--- src/assert_macros.svh ---
// Assertion macros shared by the pixel colorize and blend RTL.
// Each macro samples on clk and is disabled while rst_n is low.
`ifndef ASSERT_MACROS_SVH
`define ASSERT_MACROS_SVH

// Same-cycle implication check.
`define PCAB_ASSERT_NOW(label, ante, cons) \
    label: assert property (@(posedge clk) disable iff (!rst_n) (ante) |-> (cons)) \
        else $error("pcab assertion failed");

// Next-cycle implication check.
`define PCAB_ASSERT_NEXT(label, ante, cons) \
    label: assert property (@(posedge clk) disable iff (!rst_n) (ante) |=> (cons)) \
        else $error("pcab assertion failed");

`endif

--- src/pcab_pkg.sv ---
// Package for the pixel colorize and alpha blend block.
// Holds widths, arithmetic constants, register indexes and the pipeline control struct.
package pcab_pkg;

    localparam int CHAN_W      = 8;
    localparam int CFG_INDEX_W = 3;
    localparam int CFG_DATA_W  = 8;
    localparam int PROD_W      = 2 * CHAN_W;
    localparam int SUM_W       = PROD_W + 1;
    localparam int TSUM_W      = CHAN_W + 2;

    localparam int TINT_OFFSET = 20;
    localparam int FULL_SCALE  = 255;
    localparam int TINT_BIAS   = FULL_SCALE - TINT_OFFSET;

    localparam logic [CHAN_W-1:0] CHAN_MAX  = CHAN_W'(FULL_SCALE);
    localparam logic [CHAN_W-1:0] CHAN_ZERO = '0;

    localparam logic [CFG_INDEX_W-1:0] CFG_TINT_RED     = 3'd0;
    localparam logic [CFG_INDEX_W-1:0] CFG_TINT_GREEN   = 3'd1;
    localparam logic [CFG_INDEX_W-1:0] CFG_TINT_BLUE    = 3'd2;
    localparam logic [CFG_INDEX_W-1:0] CFG_BACK_RED     = 3'd3;
    localparam logic [CFG_INDEX_W-1:0] CFG_BACK_GREEN   = 3'd4;
    localparam logic [CFG_INDEX_W-1:0] CFG_BACK_BLUE    = 3'd5;
    localparam logic [CFG_INDEX_W-1:0] CFG_BLEND_ENABLE = 3'd6;

    typedef struct packed {
        logic s1_en;
        logic s2_en;
        logic s3_en;
        logic s4_en;
        logic blend3;
    } pipe_ctrl_t;

endpackage

--- src/pcab_in_if.sv ---
// Input channel interface: one source pixel per transaction.
// Depends on pcab_pkg for the channel width.
interface pcab_in_if;
    logic                        valid;
    logic                        ready;
    logic [pcab_pkg::CHAN_W-1:0] pixel_alpha;
    logic [pcab_pkg::CHAN_W-1:0] pixel_intensity;

    modport source (output valid, output pixel_alpha, output pixel_intensity, input ready);
    modport sink   (input valid, input pixel_alpha, input pixel_intensity, output ready);
endinterface

--- src/pcab_out_if.sv ---
// Output channel interface: one RGBA result pixel per transaction.
// Depends on pcab_pkg for the channel width.
interface pcab_out_if;
    logic                        valid;
    logic                        ready;
    logic [pcab_pkg::CHAN_W-1:0] out_red;
    logic [pcab_pkg::CHAN_W-1:0] out_green;
    logic [pcab_pkg::CHAN_W-1:0] out_blue;
    logic [pcab_pkg::CHAN_W-1:0] out_alpha;

    modport source (output valid, output out_red, output out_green, output out_blue,
                    output out_alpha, input ready);
    modport sink   (input valid, input out_red, input out_green, input out_blue,
                    input out_alpha, output ready);
endinterface

--- src/pcab_channel.sv ---
// Datapath of one color channel: tint and clamp, products, sum, divide by 255 and select.
// Depends on pcab_pkg; stage enables and the blend flag come from the top level.
module pcab_channel
(
    input  logic                        clk,
    input  pcab_pkg::pipe_ctrl_t        ctrl,
    input  logic [pcab_pkg::CHAN_W-1:0] tint,
    input  logic [pcab_pkg::CHAN_W-1:0] back,
    input  logic [pcab_pkg::CHAN_W-1:0] intensity,
    input  logic [pcab_pkg::CHAN_W-1:0] alpha1,
    output logic [pcab_pkg::CHAN_W-1:0] chan_out
);

    logic [pcab_pkg::TSUM_W-1:0] tsum;
    logic [pcab_pkg::CHAN_W-1:0] tint1_next;
    logic [pcab_pkg::CHAN_W-1:0] tint1_reg;
    logic [pcab_pkg::CHAN_W-1:0] inv1;
    logic [pcab_pkg::PROD_W-1:0] pfg2_next;
    logic [pcab_pkg::PROD_W-1:0] pbg2_next;
    logic [pcab_pkg::PROD_W-1:0] pfg2_reg;
    logic [pcab_pkg::PROD_W-1:0] pbg2_reg;
    logic [pcab_pkg::CHAN_W-1:0] tint2_reg;
    logic [pcab_pkg::SUM_W-1:0]  sum3_next;
    logic [pcab_pkg::SUM_W-1:0]  sum3_reg;
    logic [pcab_pkg::CHAN_W-1:0] tint3_reg;
    logic [pcab_pkg::SUM_W-1:0]  quot_acc;
    logic [pcab_pkg::CHAN_W-1:0] quot;
    logic [pcab_pkg::CHAN_W-1:0] out4_next;
    logic [pcab_pkg::CHAN_W-1:0] out4_reg;

    always_comb
    begin
        tsum = pcab_pkg::TSUM_W'(tint) + pcab_pkg::TSUM_W'(intensity);
        if (tsum < pcab_pkg::TSUM_W'(pcab_pkg::TINT_BIAS))
        begin
            tint1_next = pcab_pkg::CHAN_ZERO;
        end
        else if (tsum > pcab_pkg::TSUM_W'(pcab_pkg::TINT_BIAS + pcab_pkg::FULL_SCALE))
        begin
            tint1_next = pcab_pkg::CHAN_MAX;
        end
        else
        begin
            tint1_next = pcab_pkg::CHAN_W'(tsum - pcab_pkg::TSUM_W'(pcab_pkg::TINT_BIAS));
        end
    end

    assign inv1      = pcab_pkg::CHAN_MAX - alpha1;
    assign pfg2_next = pcab_pkg::PROD_W'(alpha1) * pcab_pkg::PROD_W'(tint1_reg);
    assign pbg2_next = pcab_pkg::PROD_W'(inv1) * pcab_pkg::PROD_W'(back);
    assign sum3_next = pcab_pkg::SUM_W'(pfg2_reg) + pcab_pkg::SUM_W'(pbg2_reg);

    // The sum never exceeds 255 * 255, where (s + 1 + s / 256) / 256 equals s / 255.
    assign quot_acc  = sum3_reg + pcab_pkg::SUM_W'(1)
                     + pcab_pkg::SUM_W'(sum3_reg[pcab_pkg::SUM_W-1:pcab_pkg::CHAN_W]);
    assign quot      = quot_acc[pcab_pkg::PROD_W-1:pcab_pkg::CHAN_W];
    assign out4_next = ctrl.blend3 ? quot : tint3_reg;

    always_ff @(posedge clk)
    begin
        if (ctrl.s1_en)
        begin
            tint1_reg <= tint1_next;
        end
        if (ctrl.s2_en)
        begin
            pfg2_reg  <= pfg2_next;
            pbg2_reg  <= pbg2_next;
            tint2_reg <= tint1_reg;
        end
        if (ctrl.s3_en)
        begin
            sum3_reg  <= sum3_next;
            tint3_reg <= tint2_reg;
        end
        if (ctrl.s4_en)
        begin
            out4_reg <= out4_next;
        end
    end

    assign chan_out = out4_reg;

endmodule

--- src/pixel_colorize_alpha_blend.sv ---
// Pixel colorize and alpha blend, top level: configuration registers, pipeline control, alpha path.
// Depends on pcab_pkg, pcab_in_if, pcab_out_if, pcab_channel and assert_macros.svh.
// A pixel accepted into stage one moves through stages two and three to the output register
// of stage four, where it shows as a valid result.
// One pixel per cycle unless stalled; four register stages, each with its own valid bit.
// A stalled output holds only as many stages as are full; empty stages keep accepting.
// Reset clears all stage valid bits and sets every configuration register to zero.
`include "assert_macros.svh"

module pixel_colorize_alpha_blend
(
    input  logic                             clk,
    input  logic                             rst_n,
    pcab_in_if.sink                          pix_in,
    pcab_out_if.source                       pix_out,
    input  logic                             cfg_we,
    input  logic [pcab_pkg::CFG_INDEX_W-1:0] cfg_index,
    input  logic [pcab_pkg::CFG_DATA_W-1:0]  cfg_data
);

    logic [pcab_pkg::CHAN_W-1:0] tint_red_reg;
    logic [pcab_pkg::CHAN_W-1:0] tint_green_reg;
    logic [pcab_pkg::CHAN_W-1:0] tint_blue_reg;
    logic [pcab_pkg::CHAN_W-1:0] back_red_reg;
    logic [pcab_pkg::CHAN_W-1:0] back_green_reg;
    logic [pcab_pkg::CHAN_W-1:0] back_blue_reg;
    logic                        blend_enable_reg;

    logic v1_reg, v2_reg, v3_reg, v4_reg;
    logic en1, en2, en3, en4;
    logic [pcab_pkg::CHAN_W-1:0] alpha1_reg, alpha2_reg, alpha3_reg, alpha4_reg;
    logic [pcab_pkg::CHAN_W-1:0] alpha4_next;
    logic blend1_next;
    logic blend1_reg, blend2_reg, blend3_reg, blend4_reg;
    pcab_pkg::pipe_ctrl_t ctrl;

    always_ff @(posedge clk or negedge rst_n)
    begin
        if (!rst_n)
        begin
            tint_red_reg     <= '0;
            tint_green_reg   <= '0;
            tint_blue_reg    <= '0;
            back_red_reg     <= '0;
            back_green_reg   <= '0;
            back_blue_reg    <= '0;
            blend_enable_reg <= 1'b0;
        end
        else if (cfg_we)
        begin
            case (cfg_index)
                pcab_pkg::CFG_TINT_RED:     tint_red_reg     <= cfg_data;
                pcab_pkg::CFG_TINT_GREEN:   tint_green_reg   <= cfg_data;
                pcab_pkg::CFG_TINT_BLUE:    tint_blue_reg    <= cfg_data;
                pcab_pkg::CFG_BACK_RED:     back_red_reg     <= cfg_data;
                pcab_pkg::CFG_BACK_GREEN:   back_green_reg   <= cfg_data;
                pcab_pkg::CFG_BACK_BLUE:    back_blue_reg    <= cfg_data;
                pcab_pkg::CFG_BLEND_ENABLE: blend_enable_reg <= cfg_data[0];
                default:                    ;
            endcase
        end
    end

    assign en4 = !v4_reg || pix_out.ready;
    assign en3 = !v3_reg || en4;
    assign en2 = !v2_reg || en3;
    assign en1 = !v1_reg || en2;

    assign pix_in.ready = en1;

    always_ff @(posedge clk or negedge rst_n)
    begin
        if (!rst_n)
        begin
            v1_reg <= 1'b0;
            v2_reg <= 1'b0;
            v3_reg <= 1'b0;
            v4_reg <= 1'b0;
        end
        else
        begin
            if (en1)
            begin
                v1_reg <= pix_in.valid;
            end
            if (en2)
            begin
                v2_reg <= v1_reg;
            end
            if (en3)
            begin
                v3_reg <= v2_reg;
            end
            if (en4)
            begin
                v4_reg <= v3_reg;
            end
        end
    end

    assign blend1_next = blend_enable_reg
                      && (pix_in.pixel_alpha != pcab_pkg::CHAN_ZERO)
                      && (pix_in.pixel_alpha != pcab_pkg::CHAN_MAX);
    assign alpha4_next = blend3_reg ? pcab_pkg::CHAN_MAX : alpha3_reg;

    always_ff @(posedge clk)
    begin
        if (en1)
        begin
            alpha1_reg <= pix_in.pixel_alpha;
            blend1_reg <= blend1_next;
        end
        if (en2)
        begin
            alpha2_reg <= alpha1_reg;
            blend2_reg <= blend1_reg;
        end
        if (en3)
        begin
            alpha3_reg <= alpha2_reg;
            blend3_reg <= blend2_reg;
        end
        if (en4)
        begin
            alpha4_reg <= alpha4_next;
            blend4_reg <= blend3_reg;
        end
    end

    assign ctrl.s1_en  = en1;
    assign ctrl.s2_en  = en2;
    assign ctrl.s3_en  = en3;
    assign ctrl.s4_en  = en4;
    assign ctrl.blend3 = blend3_reg;

    pcab_channel u_red
    (
        .clk       (clk),
        .ctrl      (ctrl),
        .tint      (tint_red_reg),
        .back      (back_red_reg),
        .intensity (pix_in.pixel_intensity),
        .alpha1    (alpha1_reg),
        .chan_out  (pix_out.out_red)
    );

    pcab_channel u_green
    (
        .clk       (clk),
        .ctrl      (ctrl),
        .tint      (tint_green_reg),
        .back      (back_green_reg),
        .intensity (pix_in.pixel_intensity),
        .alpha1    (alpha1_reg),
        .chan_out  (pix_out.out_green)
    );

    pcab_channel u_blue
    (
        .clk       (clk),
        .ctrl      (ctrl),
        .tint      (tint_blue_reg),
        .back      (back_blue_reg),
        .intensity (pix_in.pixel_intensity),
        .alpha1    (alpha1_reg),
        .chan_out  (pix_out.out_blue)
    );

    assign pix_out.valid     = v4_reg;
    assign pix_out.out_alpha = alpha4_reg;

    // A blocked input means the output stage holds a result that is not being taken.
    `PCAB_ASSERT_NOW(a_stall_source, !pix_in.ready, pix_out.valid && !pix_out.ready)
    // Only partially transparent pixels are ever marked for blending.
    `PCAB_ASSERT_NOW(a_blend_alpha, v1_reg && blend1_reg,
                     (alpha1_reg != pcab_pkg::CHAN_ZERO) && (alpha1_reg != pcab_pkg::CHAN_MAX))
    // A blended result always leaves with full alpha.
    `PCAB_ASSERT_NOW(a_blend_opaque, pix_out.valid && blend4_reg,
                     pix_out.out_alpha == pcab_pkg::CHAN_MAX)

endmodule
--- src/flat_wrapper.sv ---
// flat-port wrapper written by rule: the top's interface ports become plain ports
module pixel_colorize_alpha_blend_flat 
  (clk, rst_n, cfg_we, cfg_index, cfg_data, pix_in_valid, pix_in_pixel_alpha, pix_in_pixel_intensity, pix_in_ready, pix_out_valid, pix_out_out_red, pix_out_out_green, pix_out_out_blue, pix_out_out_alpha, pix_out_ready);
  pcab_in_if pix_in_i ();
  pcab_out_if pix_out_i ();
  input  logic clk;
  input  logic rst_n;
  input  logic cfg_we;
  input  logic [pcab_pkg::CFG_INDEX_W-1:0] cfg_index;
  input  logic [pcab_pkg::CFG_DATA_W-1:0] cfg_data;
  input wire logic [$bits(pix_in_i.valid)-1:0] pix_in_valid;
  input wire logic [$bits(pix_in_i.pixel_alpha)-1:0] pix_in_pixel_alpha;
  input wire logic [$bits(pix_in_i.pixel_intensity)-1:0] pix_in_pixel_intensity;
  output wire logic [$bits(pix_in_i.ready)-1:0] pix_in_ready;
  output wire logic [$bits(pix_out_i.valid)-1:0] pix_out_valid;
  output wire logic [$bits(pix_out_i.out_red)-1:0] pix_out_out_red;
  output wire logic [$bits(pix_out_i.out_green)-1:0] pix_out_out_green;
  output wire logic [$bits(pix_out_i.out_blue)-1:0] pix_out_out_blue;
  output wire logic [$bits(pix_out_i.out_alpha)-1:0] pix_out_out_alpha;
  input wire logic [$bits(pix_out_i.ready)-1:0] pix_out_ready;
  assign pix_in_i.valid = pix_in_valid;
  assign pix_in_i.pixel_alpha = pix_in_pixel_alpha;
  assign pix_in_i.pixel_intensity = pix_in_pixel_intensity;
  assign pix_in_ready = pix_in_i.ready;
  assign pix_out_valid = pix_out_i.valid;
  assign pix_out_out_red = pix_out_i.out_red;
  assign pix_out_out_green = pix_out_i.out_green;
  assign pix_out_out_blue = pix_out_i.out_blue;
  assign pix_out_out_alpha = pix_out_i.out_alpha;
  assign pix_out_i.ready = pix_out_ready;
  pixel_colorize_alpha_blend u_core (.clk(clk), .rst_n(rst_n), .pix_in(pix_in_i), .pix_out(pix_out_i), .cfg_we(cfg_we), .cfg_index(cfg_index), .cfg_data(cfg_data));
endmodule
--- config.mk ---
export PLATFORM = sky130hd
export DESIGN_NAME = pixel_colorize_alpha_blend_flat
export DESIGN_NICKNAME = d
export VERILOG_FILES = /design/src/pcab_pkg.sv /design/src/pcab_in_if.sv /design/src/pcab_out_if.sv /design/src/pcab_channel.sv /design/src/pixel_colorize_alpha_blend.sv /design/src/flat_wrapper.sv
export VERILOG_INCLUDE_DIRS = /design/src /design/src/src
export SDC_FILE = /design/constraint.sdc
export NUM_CORES = 1
export LEC_CHECK = 0
export BUFFER_PORTS_ARGS = -buffer_cell sky130_fd_sc_hd__buf_4
export CORE_UTILIZATION = 30
export CTS_BUF_LIST = sky130_fd_sc_hd__clkbuf_4
export CTS_CLUSTER_SIZE = 25
export DETAILED_ROUTE_END_ITERATION = 16
export GPL_TIMING_DRIVEN = 0
export SLEW_MARGIN = 20
export SYNTH_ARGS = -nofsm -noshare
export SYNTH_HDL_FRONTEND = slang
export SYNTH_SLANG_ARGS = --single-unit
export TNS_END_PERCENT = 20
--- constraint.sdc ---
create_clock -name clk -period 6.1 [get_ports clk]
set_input_delay 1.22 -clock clk [delete_from_list [all_inputs] [get_ports clk]]
set_output_delay 1.22 -clock clk [all_outputs]
set_load 0.01 [all_outputs]
# After elaboration in Yosys (flattened, before gate mapping)

Cells that the tools add are included.

Register bits: 331
Output and inout bits: 34
Input port bits: 32
Logic and storage cells: 99

Equal/unequal tests: 7
Order comparisons: 6
$mul: 6
Multiplexer cells: 6
Reduce and logical (&&, ||, !) cells: 19
$add $sub $neg: 16

Operators by type and width:

| operator                | count |
|---|---|
| $mul A8 B8 Y16          | 6 |
| $add A16 B16 Y17        | 3 |
| $add A16 B1 Y16 const B | 3 |
| $add A16 B9 Y16         | 3 |
| $mux W8                 | 6 |
| $add A8 B8 Y9           | 3 |
| $gt A9 B9 Y1 const B    | 3 |
| $lt A9 B8 Y1 const B    | 3 |
| $sub A8 B8 Y8 const B   | 3 |
| $reduce_and A2 Y1       | 7 |
| $eq A3 B3 Y1 const B    | 3 |
| $ne A8 B8 Y1 const B    | 1 |
| $reduce_bool A8 Y1      | 1 |
| $sub A8 B8 Y8 const A   | 1 |
| $eq A3 B2 Y1 const B    | 2 |
| $logic_not A1 Y1        | 4 |
| $logic_or A1 B1 Y1      | 4 |
| $eq A3 B1 Y1 const B    | 1 |
| $logic_not A3 Y1        | 1 |
| $logic_and A1 B1 Y1     | 2 |

# Longest topological paths before layout

Gate-level depths: netlist of the first run.

Depth after elaboration: 5
Depth in mapped cells: 19
Mapped depth without buffers: 17

# Modules after synthesis

Synthesis of the first run repeated with hierarchy kept, for this count alone.

Cells, all modules: 2552
Area total of the unflattened synthesis: 28254.6 µm²

Modules (own cells, without submodules):

| module                         | area each (µm²) | times used | sequential area each (µm²) | cells an instance |
|---|---|---|---|---|
| pcab_channel at u_core.u_red   | 8431.8          | 1          | 2432.3                     | 804 |
| pcab_channel at u_core.u_blue  | 8376.8          | 1          | 2432.3                     | 795 |
| pcab_channel at u_core.u_green | 8249.2          | 1          | 2432.3                     | 782 |
| pixel_colorize_alpha_blend     | 3196.8          | 1          | 2377.3                     | 171 |

# Worst setup path after synthesis of the first run

OpenSTA, ideal clock, no wires.

Path type: input -> register
Start: input pix_out_ready
End: register u_core.alpha2_reg[0] (netlist bit) (enable)
Path slack: 0.296 ns
Stages on the path: 2
Setup time: 1.450 ns
Path buffers: 0
Data arrival time: 4.354 ns
Data required time: 4.650 ns
Cells stage by stage: nor2b_1 > nand3_1

Cells in the longest elaborated chain, start to end: 3

RTL lines:

| what                   | line                              | text |
|---|---|---|
| start: declaration     | flat_wrapper.sv:20                | `input wire logic [$bits(pix_out_i.ready)-1:0] pix_out_ready;` |
| $logic_or A1 B1 Y1     | pixel_colorize_alpha_blend.sv:64  | `assign en4 = !v4_reg \|\| pix_out.ready;` |
| $logic_or A1 B1 Y1     | pixel_colorize_alpha_blend.sv:65  | `assign en3 = !v3_reg \|\| en4;` |
| $logic_or A1 B1 Y1     | pixel_colorize_alpha_blend.sv:66  | `assign en2 = !v2_reg \|\| en3;` |
| via u_core.en2         | pixel_colorize_alpha_blend.sv:30  | `logic en1, en2, en3, en4;` |
| end signal: assignment | pixel_colorize_alpha_blend.sv:115 | `alpha2_reg <= alpha1_reg;` |
| end: declaration       | pixel_colorize_alpha_blend.sv:31  | `logic [pcab_pkg::CHAN_W-1:0] alpha1_reg, alpha2_reg, alpha3_reg, alpha4_reg;` |

The timed path passes the listed nets, and every way through them passes these cells.
A chain may end at the register's enable or synchronous reset.

# Worst setup path in the final report of the first run

Start: register u_core.alpha1_reg[3] (netlist bit)
End: register u_core.u_green.pbg2_reg[15] (netlist bit) (data pin)

Cells in the longest elaborated chain, start to end: 2

RTL lines:

| what                                  | line                              | text |
|---|---|---|
| start: declaration                    | pixel_colorize_alpha_blend.sv:31  |  |
| start signal: assignment              | pixel_colorize_alpha_blend.sv:110 | `alpha1_reg <= pix_in.pixel_alpha;` |
| $sub A8 B8 Y8                         | pcab_channel.sv:48                | `assign inv1 = pcab_pkg::CHAN_MAX - alpha1;` |
| $mul A8 B8 Y16                        | pcab_channel.sv:50                | `assign pbg2_next = pcab_pkg::PROD_W'(inv1) * pcab_pkg::PROD_W'(back);` |
| via u_core.u_green.pbg2_next, one bit | pcab_channel.sv:19                | `logic [pcab_pkg::PROD_W-1:0] pbg2_next;` |
| end signal: assignment                | pcab_channel.sv:68                | `pbg2_reg <= pbg2_next;` |
| end: declaration                      | pcab_channel.sv:21                | `logic [pcab_pkg::PROD_W-1:0] pbg2_reg;` |

The timed path passes the listed nets, and every way through them passes these cells.

==> results of run 1 <==
==> metal layers <==
layer | routed length, um | up-vias | GRT usage, %
li1 | - | 8870 | -
met1 | 31200 | 8926 | 20.0
met4 | 1160 | 0 | 3.80
met5 | 0 | - | 0
met2 | 28500 | 393 | 21.5
met3 | 3840 | 81 | 2.97
==> worst max-delay path by stage <==
| stage | startpoint | endpoint | slack, ns | depth (start not counted) |
|---|---|---|---|---|
| 6_report | u_core.alpha1_reg[3] | u_core.u_green.pbg2_reg[15] | 0.17 | 17 |
| 5_1_grt | u_core.alpha1_reg[1] | u_core.u_green.pbg2_reg[15] | -0.01 | 17 |
| 4_1_cts | u_core.alpha1_reg[4] | u_core.u_green.pfg2_reg[15] | 0.17 | 18 |
| 3_5_place_dp | u_core.alpha1_reg[2] | u_core.u_green.pfg2_reg[15] | 0.02 | 18 |
| 3_3_place_gp | pix_out_ready | u_core.u_green.pbg2_reg[13] | -1.77 | 3 |
| 2_1_floorplan | pix_out_ready | u_core.alpha2_reg[0] | 0.30 | 2 |
==> worst max-delay path, delay by kind of cell, from the launching register on <==
family	cells	cell delay, ns
adders and majority gates	5	2.25
AOI/OAI and AO/OA	6	1.04
DFF	1	0.49
buffers and inverters	4	1.38
xor gates and xnor gates	1	0.36
and+or+nand+nor	1	0.15
==> kinds of logic after synthesis <==
group           count (synthesis)
simple gates                  717
fa+ha+maj                     540
buf+inv                       371
compound gates                342
flops                         331
xor+xnor                      148
mux                            54
==> layout make-up <==
type	count	area, um2	area share [%]
clock inverters	31	159	0.511
inverters	323	1210	3.90
repair buffers	70	597	1.92
diodes	5	12.5	0.0403
well taps	1186	1480	4.77
multi-input cells	1801	16700	53.7
flip-flops and latches	331	9670	31.1
plain buffers	47	178	0.572
clock buffers	142	1070	3.43
==> where the power goes <==
| group | switching [mW] | leakage (nW) | internal [mW] |
|---|---|---|---|
| sequential | 0.778 | 3.54 | 4.05 |
| combinational | 6.22 | 9.59 | 5.01 |
| clock | 1.00 | 0.737 | 1.08 |
| total | 8.00 | 13.9 | 10.1 |
==> timing repair <==
action	in CTS	in global routing
cloned	0	0
setup buffers	0	0
setup endpoints to repair	1	2
gates resized for setup	0	2
==> cell usage after synthesis, types with 27 or more instances <==
cell type	number	area [um2]
a21oi_1	142	711
and2_1	154	963
clkbuf_1	48	180
dfrtp_1	53	1330
edfxtp_1	278	8350
fa_1	222	4440
ha_1	318	3980
inv_1	323	1210
mux2_2	46	518
nand2_1	100	375
nand2b_1	59	369
nand3_1	31	155
nor2_1	94	353
nor2b_1	181	1130
o21a_1	29	218
o21ai_0	27	135
xnor2_1	111	972
xor2_1	35	307
==> stage by stage <==
| step | hold WS, ns | worst slack [ns] |
|---|---|---|
| final | 0.401 | 0.169 |
| after global routing | 0.399 | -0.0125 |
| after CTS | 0.370 | 0.173 |
| after detailed placement | 0.405 | 0.0249 |
| after global placement | 0.401 | -1.77 |
| after floorplan | 0.400 | 0.296 |
==> flow_summary.json, run 1 <==
{
  "stdcell_count": 3936,
  "slowest_delay_ns": 0.66,
  "postCtsHoldBufs": 0,
  "drive_gt1_share_pct": 12.1,
  "finalWeightedCongestion": 0.827,
  "max_cap_violations": 0,
  "start_util_pct": 30.3,
  "synthesis.area_um2": 27700,
  "synthCells": 2503,
  "die_h_um": 306,
  "wire_per_inst_um": 16.4,
  "p_leak_nw": 13.9,
  "synth_compound_area_share_pct": 8.24,
  "synth_top_family_by_area": "adder cells",
  "rows": 111,
  "place_area_um2": 29800,
  "dr.pass1.iters": 5,
  "r2r_slack_ns": 0.17,
  "root_buffer": "clkbuf_4",
  "die_w_um": 306,
  "tightest_slew_ns": 1.15,
  "layout_commonest_cell": "inv_1",
  "crit_chain": "clkbuf_1, clkbuf_1, nor2b_1, fa_1, fa_1, fa_1, inv_1, fa_1, inv_1, ha_1, o21a_1, o31a_1, o211ai_2, a21oi_1, a2111oi_4, a21oi_1, xnor2_1",
  "hold_viol": 0,
  "synth-seq-cells": 331,
  "synthXorXnorAreaFrac_pct": 4.73,
  "synth-edff-count": 278,
  "cts_sinks": 331,
  "drc": 0,
  "cp_common_cell": "fa_1",
  "path_max_fanout": 10,
  "syn_nets": 3075,
  "ioPinCount": 66,
  "hp-class": "input pin to async pin",
  "track_usage_pct": 14.1,
  "cp.arrival_ns": 6.56,
  "antenna_found_initial": 8,
  "overflow": 0,
  "slowest_stage": "clkbuf_1",
  "crit_required_ns": 6.73,
  "synthSimpleGateAreaFrac_pct": 14.6,
  "drv_slew": 0,
  "ir_drop_uv": 267,
  "post_drt_via_cell_ratio": 4.64,
  "cts_tree": "yes",
  "mostFrequentLayoutCells": "inv_1, ha_1, edfxtp_1",
  "reg2reg_from": "u_core.alpha1_reg[3]",
  "outcome": "finished, final reports clean",
  "synth_ff_type": "edfxtp_1",
  "cts_buffers": 95,
  "worstSetupPathType": "flop to flop",
  "ys_seq_area_share_pct": 34.9,
  "core-area_um2": 91700,
  "dp.cells": 3759,
  "clk_pin_slew_worst_paths_ns": 0.07,
  "hpwl_um": 50400,
  "rsz0062_at_grt": "true",
  "skew_ns": 0.0683,
  "clock.fmax_ghz": 0.169,
  "antenna_left": 0,
  "synth_fa_ha_area_share_pct": 30.4,
  "grt_max_degree": 55,
  "vias": 18270,
  "final-setup-viol-count": 0,
  "fin_util_pct": 33.9,
  "worstRegToRegCells": 17,
  "clk_latency_ns": 0.90,
  "htree_levels": 3,
  "grt_pass1_vias": 18216,
  "ys_warn_count": 0,
  "fin_nets": 3241,
  "critPathLaunchType": "flop",
  "io_buffers": 63,
  "syn_area_per_cell_um2": 11.1,
  "cts_max_path_buffers": 3,
  "power_density_nw_per_um2": 584,
  "final_area_um2": 31100,
  "finalCritPeriodShare_pct": 97.2,
  "synth.area.mux_share_pct": 2.19,
  "setup-tns-final_ns": 0,
  "fin_crit_ns": 5.93,
  "p_total_mw": 18.1,
  "dr.first_iter.drc_count": 1101,
  "fill_cells": 9359,
  "areaGrowthSynthToFinish_pct": 12.0,
  "async_flop_share_pct": 16.0,
  "slew_headroom_pct": 23.1,
  "ys_types": 66,
  "r2r_end": "u_core.u_green.pbg2_reg[15]",
  "end_kind": "flop",
  "routed_wirelength_um": 64700,
  "grt_pass1_wl_um": 102000,
  "die_area_um2": 93700
}
Power figures use the tool's default switching activity.
==> run 2: changes to the inputs <==
Settings changed: SETUP_SLACK_MARGIN set to 0.4.
==> flow_summary.json, run 2 (synthesis gave the netlist of run 1 again) <==
{
  "outcome": "finished, final reports clean",
  "grt_pass1_vias": 18482,
  "critPathLaunchType": "flop",
  "setup-tns-final_ns": 0,
  "power_density_nw_per_um2": 582,
  "layout_commonest_cell": "inv_1",
  "hp-class": "input pin to async pin",
  "max_cap_violations": 0,
  "worstSetupPathType": "flop to flop",
  "p_sw_mw": 7.98,
  "slew_headroom_pct": 42.7,
  "clk_latency_ns": 0.94,
  "rows": 111,
  "io_buffers": 63,
  "die_h_um": 306,
  "post_cts.repair.setup_buffers": 0,
  "track_usage_pct": 14.1,
  "seqPwrFrac_pct": 26.8,
  "multiInputGateArea_um2": 16700,
  "overflow": 0,
  "slowest_stage": "fa_1",
  "hpwl_um": 50500,
  "cp_common_cell": "fa_1",
  "cts_buffers": 92,
  "areaGrowthSynthToFinish_pct": 11.8,
  "mostFrequentLayoutCells": "inv_1, ha_1, edfxtp_1",
  "crit_required_ns": 6.69,
  "crit_chain": "clkbuf_2, clkbuf_1, and2_1, fa_1, fa_1, fa_1, inv_1, fa_1, inv_1, ha_1, a21oi_1, a21oi_1, a2111oi_4, a21oi_1, xnor2_1",
  "end_kind": "flop",
  "skew_ns": 0.108,
  "cts_sinks": 331,
  "postLayoutSetupSlackWorst_ns": 0.506,
  "drv_slew": 0,
  "dr.first_iter.drc_count": 979,
  "p_leak_nw": 13.9,
  "post_drt_via_cell_ratio": 4.66,
  "path_max_fanout": 10,
  "antenna_left": 0,
  "wire_per_inst_um": 16.5,
  "grt_pass1_wl_um": 102000,
  "finalCritPeriodShare_pct": 91.7,
  "routed_wirelength_um": 64900,
  "ir_drop_uv": 278,
  "vias": 18296,
  "antenna_found_initial": 6,
  "tightest_slew_ns": 0.860,
  "cp.arrival_ns": 6.18,
  "clock.fmax_ghz": 0.179,
  "fill_cells": 9339,
  "swShare_pct": 44.2,
  "final-setup-viol-count": 0,
  "cts_max_path_buffers": 3,
  "clk_pin_slew_worst_paths_ns": 0.06,
  "fin_hold_ws_ns": 0.380,
  "htree_levels": 3,
  "fin_util_pct": 33.8,
  "die_w_um": 306,
  "slowest_delay_ns": 0.57,
  "drc": 0,
  "p_int_mw": 10.1,
  "ioPinCount": 66,
  "fin_crit_ns": 5.59,
  "grt_max_degree": 54,
  "rsz0062_at_grt": "true",
  "start_util_pct": 30.3,
  "fin_nets": 3238,
  "pwr-share-clk_pct": 11.2,
  "drive_gt1_share_pct": 12.1,
  "cts_tree": "yes",
  "dr.pass1.iters": 5,
  "core-area_um2": 91700,
  "finalWeightedCongestion": 0.842,
  "die_area_um2": 93700,
  "regArea_um2": 9670,
  "final_area_um2": 31000,
  "root_buffer": "clkbuf_4",
  "pre_cts_ws_ns": 0.175,
  "pwr-share-comb_pct": 62.0,
  "place_area_um2": 29800,
  "hold_viol": 0
}
run 2: changes by cell type in the layout (fill, tap and decap cells not counted), sizes merged:
cell | previous run | this run
clkbuf | 189 | 174
clkinv | 25 | 29
bufinv | 0 | 1
buf | 70 | 69
inv | 329 | 328
diode | 5 | 4
run 2: worst paths after layout:
path | start | slack (ns) | to | cells past startpoint
max in group asynchronous | rst_n | 5.14 | u_core.back_blue_reg[6] | 1
min | rst_n | 0.38 | u_core.back_red_reg[5] | 1
max | u_core.alpha1_reg[6] | 0.51 | u_core.u_green.pfg2_reg[15] | 15
max reg2reg | u_core.alpha1_reg[6] | 0.51 | u_core.u_green.pfg2_reg[15] | 15
min reg2reg | u_core.u_blue.tint2_reg[4] | 0.39 | u_core.u_blue.tint3_reg[4] | 0
min in group clk | u_core.u_blue.tint2_reg[4] | 0.39 | u_core.u_blue.tint3_reg[4] | 0
run 2: critical path, delay by kind of cell (launching register included):
family	cells	cell delay [ns]
buf+inv	4	1.01
flops	1	0.53
fa+ha+maj	5	2.43
compound gates	4	0.88
simple gates	1	0.24
xor+xnor	1	0.14
run 2: timing repair:
item / CTS / global route
cloned: 0 / 0
hold buffers: 0 / 0
gates resized for setup: 9 / 18
setup endpoints to repair: 8 / 13
run 2: power groups by stage:
stage	Sequential, mW	Combinational [mW]	Clock (mW)
final	4.83	11.2	2.02
after global placement	4.88	11.1	0
after detailed placement	4.87	11.2	0
after floorplan	4.47	8.78	0
after CTS	4.83	11.3	2.12
after global routing	4.93	12.8	2.22
run 2: metrics by stage:
stage | std cells | total power [mW]
4_1_cts | 3919 | 18.3
5_1_grt | 3922 | 20.0
6_report | 3923 | 18.1
3_3_place_gp | 3752 | 16.0
3_5_place_dp | 3758 | 16.1
2_1_floorplan | 2503 | 13.3
run 2: area by class of cell:
cell class	instances	area share [%]
antenna	4	0.0323
tap	1186	4.78
timing repair buffer	69	1.89
sequential	331	31.2
buffer	48	0.650
clock buffer	126	3.05
clock inverter	35	0.662
inverter	323	3.91
multi-input combinational	1801	53.8
run 2: per-layer routing:
layer	vias up	track usage (%)	part of all wire, %
li1	8846	-	-
met1	8955	19.6	48
met2	378	21.8	44
met3	113	3.22	5.5
met4	4	4.57	2.5
met5	-	0	0.042
